<file path="src/hdl/tkpc_pkg.sv">
// tkpc_pkg: shared types and constants for the touch key press classifier.
// Holds the phase and event codes, register indexes and reset defaults.
// Depends on nothing; used by touch_key_press_classifier.
`default_nettype none

package tkpc_pkg;

	// Fixed field widths
	localparam int unsigned MASK_W  = 8;
	localparam int unsigned KEY_W   = 3;
	localparam int unsigned KIND_W  = 2;
	localparam int unsigned TICK_W  = 16;
	localparam int unsigned SCAN_W  = 8;
	localparam int unsigned CFG_IDX_W = 2;
	localparam int unsigned CFG_DATA_W = 16;

	// Default number of touch channels
	localparam int unsigned CHANNELS_DEF = 8;

	// Register reset values
	localparam logic [TICK_W-1:0] STARTUP_HOLD_DEF = 16'd1000;
	localparam logic [SCAN_W-1:0] SCAN_PERIOD_DEF  = 8'd10;
	localparam logic [TICK_W-1:0] LONG_PRESS_DEF   = 16'd1000;
	localparam logic [TICK_W-1:0] REPEAT_DEF       = 16'd450;

	// Configuration register indexes
	typedef enum logic [CFG_IDX_W-1:0] {
		REG_STARTUP_HOLD = 2'd0,
		REG_SCAN_PERIOD  = 2'd1,
		REG_LONG_PRESS   = 2'd2,
		REG_REPEAT       = 2'd3
	} cfg_reg_t;

	// Press tracking phase
	typedef enum logic [1:0] {
		PH_IDLE    = 2'd0,
		PH_PRESSED = 2'd1,
		PH_LONG    = 2'd2
	} phase_t;

	// Event codes on the result channel
	typedef enum logic [KIND_W-1:0] {
		EV_SHORT        = 2'd0,
		EV_LONG_START   = 2'd1,
		EV_REPEAT       = 2'd2,
		EV_LONG_RELEASE = 2'd3
	} event_t;

endpackage

`default_nettype wire

</file>
<file path="src/hdl/touch_key_press_classifier.sv">
// touch_key_press_classifier: turns per-millisecond touch masks into key events.
// Scan timing, priority encoding and the press phase machine in one pass.
// Depends on tkpc_pkg.
//
//  channel | handshake            | payload
//  --------+----------------------+---------------------------------
//  input   | in_valid / in_ready  | touch_mask[7:0]
//  result  | out_valid / out_ready| key_index[2:0], event_kind[1:0]
//  config  | cfg_we (no wait)     | cfg_index[1:0], cfg_data[15:0]
//
// One tick transaction per cycle: an input register, one pass of logic that
// updates the countdowns and the phase, and a result register. A stalled
// result holds only the result register; a tick waiting behind it holds the
// input register, and input stalls only when both are full. Reset puts the
// scan countdown at the startup hold default; the startup hold register is
// only ever seen at reset.
`default_nettype none

module touch_key_press_classifier #(
	parameter int unsigned CHANNELS = tkpc_pkg::CHANNELS_DEF
) (
	input  wire                                 clk,
	input  wire                                 arst_n,
	input  wire                                 in_valid,
	output logic                                in_ready,
	input  wire  [tkpc_pkg::MASK_W-1:0]         touch_mask,
	output logic                                out_valid,
	input  wire                                 out_ready,
	output logic [tkpc_pkg::KEY_W-1:0]          key_index,
	output logic [tkpc_pkg::KIND_W-1:0]         event_kind,
	input  wire                                 cfg_we,
	input  wire  [tkpc_pkg::CFG_IDX_W-1:0]      cfg_index,
	input  wire  [tkpc_pkg::CFG_DATA_W-1:0]     cfg_data
);

	// Only the channels that exist on the 8-bit mask take part
	localparam int unsigned NKEY = (CHANNELS < tkpc_pkg::MASK_W) ? CHANNELS
	                                                             : tkpc_pkg::MASK_W;

	// Configuration registers
	logic [tkpc_pkg::SCAN_W-1:0] scan_period_q;
	logic [tkpc_pkg::TICK_W-1:0] long_press_q;
	logic [tkpc_pkg::TICK_W-1:0] repeat_q;

	// Input stage
	logic                        v_s1;
	logic [tkpc_pkg::MASK_W-1:0] mask_s1;

	// Tracking state
	tkpc_pkg::phase_t            phase_q, phase_d;
	logic [tkpc_pkg::KEY_W-1:0]  held_q, held_d;
	logic [tkpc_pkg::TICK_W-1:0] scan_q, scan_d;
	logic [tkpc_pkg::TICK_W-1:0] wait_q, wait_d;

	// Pass logic
	logic                        adv;
	logic [tkpc_pkg::TICK_W-1:0] scan_dec, wait_dec;
	logic                        scan_now;
	logic                        present;
	logic [tkpc_pkg::KEY_W-1:0]  key;
	logic                        same;
	logic                        ev_valid;
	tkpc_pkg::event_t            ev_kind;

	// Move the input register forward when the result register can take it
	assign adv      = v_s1 && (!out_valid || out_ready);
	assign in_ready = !v_s1 || adv;

	// Write configuration; the startup hold only matters at reset, where it
	// is back at its default, so index zero is taken and dropped
	always_ff @(posedge clk or negedge arst_n) begin
		if (!arst_n) begin
			scan_period_q <= tkpc_pkg::SCAN_PERIOD_DEF;
			long_press_q  <= tkpc_pkg::LONG_PRESS_DEF;
			repeat_q      <= tkpc_pkg::REPEAT_DEF;
		end else if (cfg_we) begin
			unique case (tkpc_pkg::cfg_reg_t'(cfg_index))
				tkpc_pkg::REG_STARTUP_HOLD: ;
				tkpc_pkg::REG_SCAN_PERIOD:  scan_period_q <= cfg_data[tkpc_pkg::SCAN_W-1:0];
				tkpc_pkg::REG_LONG_PRESS:   long_press_q  <= cfg_data;
				tkpc_pkg::REG_REPEAT:       repeat_q      <= cfg_data;
				default: ;
			endcase
		end
	end

	// Capture a tick transaction
	always_ff @(posedge clk or negedge arst_n) begin
		if (!arst_n) begin
			v_s1 <= 1'b0;
		end else if (in_ready) begin
			v_s1 <= in_valid;
		end
	end

	always_ff @(posedge clk) begin
		if (in_ready && in_valid) begin
			mask_s1 <= touch_mask;
		end
	end

	// Drop both countdowns by one, stopping at zero
	assign scan_dec = (scan_q != '0) ? scan_q - 1'b1 : scan_q;
	assign wait_dec = (wait_q != '0) ? wait_q - 1'b1 : wait_q;
	assign scan_now = (scan_dec == '0);

	// Lowest touched channel wins
	always_comb begin
		present = 1'b0;
		key     = '0;
		for (int i = NKEY - 1; i >= 0; i--) begin
			if (mask_s1[i]) begin
				present = 1'b1;
				key     = i[tkpc_pkg::KEY_W-1:0];
			end
		end
	end

	assign same = present && (key == held_q);

	// Next state
	always_comb begin
		phase_d = phase_q;
		held_d  = held_q;
		scan_d  = scan_dec;
		wait_d  = wait_dec;
		if (scan_now) begin
			scan_d = {{(tkpc_pkg::TICK_W-tkpc_pkg::SCAN_W){1'b0}}, scan_period_q};
			unique case (phase_q)
				tkpc_pkg::PH_IDLE: begin
					if (present) begin
						held_d  = key;
						wait_d  = long_press_q;
						phase_d = tkpc_pkg::PH_PRESSED;
					end
				end
				tkpc_pkg::PH_PRESSED: begin
					if (!same) begin
						phase_d = tkpc_pkg::PH_IDLE;
					end else if (wait_dec == '0) begin
						wait_d  = repeat_q;
						phase_d = tkpc_pkg::PH_LONG;
					end
				end
				tkpc_pkg::PH_LONG: begin
					if (!same) begin
						phase_d = tkpc_pkg::PH_IDLE;
					end else if (wait_dec == '0) begin
						wait_d = repeat_q;
					end
				end
				default: phase_d = tkpc_pkg::PH_IDLE;
			endcase
		end
	end

	// Event output
	always_comb begin
		ev_valid = 1'b0;
		ev_kind  = tkpc_pkg::EV_SHORT;
		if (scan_now) begin
			unique case (phase_q)
				tkpc_pkg::PH_PRESSED: begin
					if (!same) begin
						ev_valid = 1'b1;
						ev_kind  = tkpc_pkg::EV_SHORT;
					end else if (wait_dec == '0) begin
						ev_valid = 1'b1;
						ev_kind  = tkpc_pkg::EV_LONG_START;
					end
				end
				tkpc_pkg::PH_LONG: begin
					if (!same) begin
						ev_valid = 1'b1;
						ev_kind  = tkpc_pkg::EV_LONG_RELEASE;
					end else if (wait_dec == '0) begin
						ev_valid = 1'b1;
						ev_kind  = tkpc_pkg::EV_REPEAT;
					end
				end
				default: ;
			endcase
		end
	end

	// Advance the tracking state once per tick
	always_ff @(posedge clk or negedge arst_n) begin
		if (!arst_n) begin
			phase_q <= tkpc_pkg::PH_IDLE;
			held_q  <= '0;
			scan_q  <= tkpc_pkg::STARTUP_HOLD_DEF;
			wait_q  <= '0;
		end else if (adv) begin
			phase_q <= phase_d;
			held_q  <= held_d;
			scan_q  <= scan_d;
			wait_q  <= wait_d;
		end
	end

	// Result register: load on a pass, clear once taken
	always_ff @(posedge clk or negedge arst_n) begin
		if (!arst_n) begin
			out_valid <= 1'b0;
		end else if (adv) begin
			out_valid <= ev_valid;
		end else if (out_ready) begin
			out_valid <= 1'b0;
		end
	end

	always_ff @(posedge clk) begin
		if (adv && ev_valid) begin
			key_index  <= held_q;
			event_kind <= ev_kind;
		end
	end

	// Checks
	a_end_to_idle: assert property (@(posedge clk) disable iff (!arst_n)
		(adv && ev_valid && (ev_kind == tkpc_pkg::EV_SHORT ||
		                     ev_kind == tkpc_pkg::EV_LONG_RELEASE))
		|=> (phase_q == tkpc_pkg::PH_IDLE))
		else $error("press end did not return to idle");

	a_long_reload: assert property (@(posedge clk) disable iff (!arst_n)
		(adv && ev_valid && (ev_kind == tkpc_pkg::EV_LONG_START ||
		                     ev_kind == tkpc_pkg::EV_REPEAT))
		|=> (phase_q == tkpc_pkg::PH_LONG && wait_q == $past(repeat_q)))
		else $error("long hold event without repeat reload");

	a_no_overwrite: assert property (@(posedge clk) disable iff (!arst_n)
		(out_valid && !out_ready) |-> !adv)
		else $error("pending result overwritten");

endmodule

`default_nettype wire

</file>
<file path="config.mk">
export PLATFORM = sky130hd
export DESIGN_NAME = touch_key_press_classifier
export DESIGN_NICKNAME = d
export VERILOG_FILES = /design/src/hdl/tkpc_pkg.sv /design/src/hdl/touch_key_press_classifier.sv
export SDC_FILE = /design/constraint.sdc
export NUM_CORES = 1
export LEC_CHECK = 0
export BUFFER_PORTS_ARGS = -buffer_cell sky130_fd_sc_hd__buf_2
export CAP_MARGIN = 10
export CELL_PAD_IN_SITES_DETAIL_PLACEMENT = 0
export CELL_PAD_IN_SITES_GLOBAL_PLACEMENT = 1
export CORE_ASPECT_RATIO = 2
export CORE_MARGIN = 1.5
export CORE_UTILIZATION = 45
export CTS_BUF_LIST = sky130_fd_sc_hd__clkbuf_8
export DETAILED_ROUTE_END_ITERATION = 8
export PLACE_DENSITY_LB_ADDON = 0.1
export SYNTH_ARGS = -nofsm -noshare
export SYNTH_HDL_FRONTEND = slang
export SYNTH_SLANG_ARGS = --single-unit
</file>
<file path="constraint.sdc">
create_clock -name clk -period 3 [get_ports clk]
set_input_delay 0.3 -clock clk [delete_from_list [all_inputs] [get_ports clk]]
set_output_delay 0.3 -clock clk [all_outputs]
set_load 0.01 [all_outputs]
</file>
==> metrics.txt <==
# TYPE chip_impl_metric gauge
chip_impl_info{name="worst_path_most_repeated_cell",value="buf_6"} 1
chip_impl_metric{name="total_switching_power",unit="mW"} 2.14
chip_impl_info{name="timing.rr.start",value="wait_q[1]"} 1
chip_impl_metric{name="cap_violations",unit=""} 0
chip_impl_metric{name="row_count",unit=""} 58
chip_impl_info{name="outcome",value="complete, but fails checks"} 1
chip_impl_metric{name="totalNegativeSetupSlack",unit="ns"} -2.59
chip_impl_info{name="worstPathCellList",value="inv_2 > ha_4 > buf_6 > nor4b_4 > buf_4 > nand4_1 > a21oi_2 > buf_6 > nand3_2 > or4_4 > buf_6 > nor4_1 > mux2i_1 > o211ai_1"} 1
chip_impl_metric{name="yosys.cell_types.count",unit=""} 76
chip_impl_info{name="tritoncts_clock_tree",value="done"} 1
chip_impl_metric{name="syn_inst",unit=""} 588
chip_impl_metric{name="die_w",unit="um"} 82.5
chip_impl_metric{name="groute.usage.overall",unit="%"} 32.4
chip_impl_metric{name="port_buffers",unit=""} 37
chip_impl_info{name="crit_type",value="reg -> reg"} 1
chip_impl_info{name="unrepaired_setup_endpoints_after_global_routing",value="true"} 1
chip_impl_metric{name="avgRoutedWirePerCell",unit="um"} 22.8
chip_impl_metric{name="slew-limit-headroom",unit="%"} 31.3
chip_impl_metric{name="synth.avg_cell_area",unit="um2"} 9.68
chip_impl_metric{name="synth-edff-count",unit=""} 13
chip_impl_metric{name="detailedPlacementHpwl",unit="mm"} 15.5
chip_impl_metric{name="route.antenna.remaining_nets",unit=""} 0
chip_impl_info{name="start_kind",value="flop"} 1
chip_impl_metric{name="clockPowerShare",unit="%"} 15.1
chip_impl_metric{name="finalWorstSetupSlack",unit="ns"} -0.180
chip_impl_metric{name="globalRoute.totalOverflow",unit=""} 0
chip_impl_metric{name="hold_viol_final",unit=""} 0
chip_impl_metric{name="remaining_drc_errors",unit=""} 0
chip_impl_metric{name="crit_required",unit="ns"} 3.29
chip_impl_info{name="hp-class",value="in -> async"} 1
chip_impl_metric{name="dieArea",unit="mm2"} 0.0134
chip_impl_metric{name="timing.critical_path.arrival",unit="ns"} 3.47
chip_impl_metric{name="finalSetupViolCount",unit=""} 23
chip_impl_metric{name="internal_power",unit="mW"} 3.07
chip_impl_metric{name="effective_utilization_at_floorplan",unit="%"} 45.6
chip_impl_metric{name="p_leak",unit="nW"} 3.11
chip_impl_metric{name="cellPowerDensity",unit="mW/mm2"} 675
chip_impl_metric{name="clk_buf_depth",unit=""} 2
chip_impl_metric{name="grt_antenna_before_repair",unit=""} 0
chip_impl_metric{name="drtIter0Drc",unit=""} 306
chip_impl_info{name="violated_checks",value="setup timing"} 1
chip_impl_metric{name="drt_pre_antenna_iters",unit=""} 4
chip_impl_metric{name="antennaDiodeCount",unit=""} 0
chip_impl_metric{name="postSynthRegisterBits",unit=""} 92
chip_impl_metric{name="switching_part_of_the_total_power",unit="%"} 41.1
chip_impl_metric{name="number_of_standard_cells_in_the_layout_taps_in_and_fillers_out",unit=""} 913
chip_impl_metric{name="yosysWarnings",unit=""} 0
chip_impl_info{name="dominantRegCellSynth",value="dfrtp_1"} 1
chip_impl_info{name="crit_path_start",value="wait_q[1]"} 1
chip_impl_metric{name="numClockSinks",unit=""} 92
chip_impl_metric{name="max_stage_delay_on_crit_path",unit="ns"} 0.54
chip_impl_metric{name="ir_worst_vdd",unit="V"} 0.000596
chip_impl_info{name="cts.root.buffer_cell",value="clkbuf_8"} 1
chip_impl_metric{name="syn-cell-area",unit="mm2"} 0.00569
chip_impl_info{name="cp-end-kind",value="flop"} 1
chip_impl_metric{name="synth_nets",unit=""} 626
chip_impl_metric{name="place.detailed.instances",unit=""} 861
chip_impl_metric{name="timing.critical_path.fanout_max",unit=""} 5
chip_impl_metric{name="avgViaCountPerCell",unit=""} 6.17
chip_impl_metric{name="design.portCount",unit=""} 38
chip_impl_metric{name="first_global_vias",unit=""} 5774
chip_impl_metric{name="detailroute.via_count",unit=""} 5635
chip_impl_metric{name="num-nets-final",unit=""} 796
chip_impl_metric{name="sequentialPowerShare",unit="%"} 36.3
chip_impl_metric{name="placement.cell_area",unit="mm2"} 0.00686
chip_impl_metric{name="timing_worst_slew_pin_value",unit="ns"} 1.03
chip_impl_metric{name="critical_path.n_buffers_inverters",unit=""} 5
chip_impl_metric{name="totalPowerFinal",unit="mW"} 5.21
chip_impl_metric{name="tmin_final",unit="ns"} 3.18
chip_impl_metric{name="wire_length_of_the_first_global_routing_pass",unit="mm"} 31.1
chip_impl_metric{name="area_delta_synth_final",unit="%"} 35.5
chip_impl_metric{name="final-max-slew-violation-count",unit=""} 0
chip_impl_metric{name="detail_route.wirelength",unit="mm"} 20.8
chip_impl_metric{name="comb_power_share",unit="%"} 48.6
chip_impl_metric{name="ctsHtreeMaxLevel",unit=""} 3
chip_impl_metric{name="path_clk_slew",unit="ns"} 0.10
chip_impl_metric{name="share_of_cells_above_drive_strength_1",unit="%"} 47.2
chip_impl_metric{name="postSynth.asyncResetShare",unit="%"} 85.9
chip_impl_metric{name="clock.fmax",unit="MHz"} 314
chip_impl_metric{name="layout.cell_area.non_filler",unit="mm2"} 0.00771
chip_impl_metric{name="core_region_area",unit="mm2"} 0.0125
chip_impl_metric{name="worstSkewPairLatency",unit="ns"} 0.38
chip_impl_info{name="slowest_stage",value="or4_4"} 1
chip_impl_metric{name="maximum_number_of_pins_on_one_net_before_global_route_repair",unit=""} 80
chip_impl_metric{name="ys_seq_area_share",unit="%"} 42.0
chip_impl_info{name="path_delay_family",value="simple AND/OR/NAND/NOR gates"} 1
chip_impl_metric{name="worst_clock_skew",unit="ns"} 0.0129
chip_impl_metric{name="tritoncts.num_buffers",unit=""} 9
chip_impl_metric{name="layout_worst_path_cycle_share",unit="%"} 106
chip_impl_metric{name="floorplan.die.height",unit="um"} 162
chip_impl_metric{name="final_wtd_congestion",unit=""} 0.959
==> path summary, 6_finish.rpt <==
| path | to | cells past startpoint | slack [ns] |
|---|---|---|---|
| worst max-delay path | wait_q[11] | 14 | -0.18 |
| worst min-delay path | scan_q[10] | 1 | 0.04 |
| worst max register to register | wait_q[11] | 14 | -0.18 |
| worst min register to register | key_index[0] | 0 | 0.46 |
| max in group asynchronous | v_s1 | 1 | 2.25 |
| min in group clk | mask_s1[0] | 1 | 0.09 |
==> power groups by stage <==
stage	clock network, mW	registers, mW	logic [mW]
2_1_floorplan	0	1.78	1.21
3_3_place_gp	0	1.88	2.14
3_5_place_dp	0	1.89	2.17
4_1_cts	0.800	1.87	2.35
5_1_grt	0.846	1.93	2.69
6_report	0.789	1.89	2.53
==> worst register-to-register path, delay by kind of cell, from the launching register on <==
kind	cells	cell delay, ns
mux	1	0.14
flops	1	0.43
compound gates	2	0.38
simple gates	5	1.35
buf+inv	5	0.65
fa+ha+maj	1	0.15
==> cell type report <==
class,count,area (um2)
multi-input cells,443,3460
clock buffers,9,124
clock inverters,7,50.0
fillers,1095,4770
repair buffers,192,1420
inverters,20,77.6
flip-flops and latches,92,2390
well taps,150,188
==> sequential cells by signal, indices dropped and copies added (netlist names) <==
signal / cells
out_valid: 1
repeat_q: 16
mask_s1: 8
v_s1: 1
key_index: 3
scan_q: 16
event_kind: 2
scan_period_q: 8
held_q: 3
wait_q: 16
long_press_q: 16
phase_q: 2
==> per-stage QoR <==
step                utilization (%)  hold WS, ns  worst slack (ns)
floorplan                         -      0.00441           -0.0435
global placement               54.9        0.432            -0.252
detailed placement             54.9        0.441            -0.278
CTS                            59.6       0.0840            -0.147
global route                   61.8       0.0728            -0.314
finish                         61.8       0.0364            -0.180
==> per-layer routing <==
layer  share of wire, %  routed length [um]  up-vias  GRT usage [%]
met4                9.1                1900        0           26.5
met5                  0                   0        -              0
met3                3.3                 676       92           4.72
li1                   -                   -     2553              -
met1                 32                6710     2807           30.8
met2                 55               11500      183           58.0
==> cells in the mapped netlist, drive strengths merged, types with 5 or more instances <==
cell / instances / area (um2)
or3: 12 / 80.1
buf: 11 / 86.3
and2: 6 / 37.5
nand4: 10 / 62.6
or4: 12 / 101
nor4: 23 / 211
nor2: 39 / 151
inv: 20 / 75.1
dfrtp: 61 / 1530
nand2: 50 / 190
a31oi: 9 / 56.3
mux2: 41 / 462
a21oi: 25 / 125
mux2i: 7 / 70.1
o31ai: 9 / 67.6
dfstp: 18 / 473
nor2b: 5 / 31.3
or2: 9 / 63.8
o211ai: 5 / 37.5
nor3: 27 / 135
clkbuf: 22 / 82.6
o21ai: 46 / 230
nand3: 17 / 85.1
edfxtp: 13 / 390
ha: 7 / 87.6
a22oi: 5 / 37.5
==> cell families (layout without fill, tap and decap cells) <==
logic type / after synthesis / after routing / synth area share (%)
buf+inv: 53 / 228 / 4.29
xor+xnor: 8 / 8 / 1.23
fa+ha+maj: 7 / 7 / 1.54
flops: 92 / 92 / 42.0
mux: 48 / 48 / 9.34
simple gates: 243 / 243 / 25.5
compound gates: 137 / 137 / 16.2
==> what timing repair did <==
action	4_1_cts	5_1_grt
pin swaps	25	31
resized for setup	44	43
endpoints found under the hold margin	0	0
hold buffers	0	0
setup buffers	25	11
setup endpoints to repair	32	32
==> layout by cell type, fill, tap and decap left out, drive strengths merged, types with 17 or more instances in the layout <==
cell type    n
a21oi       25
dfstp       18
nor2        39
inv         23
nand2       50
mux2        41
nor3        27
buf        192
o21ai       46
nand3       17
dfrtp       61
nor4        23
No activity file was read; power rests on OpenSTA's default activity.
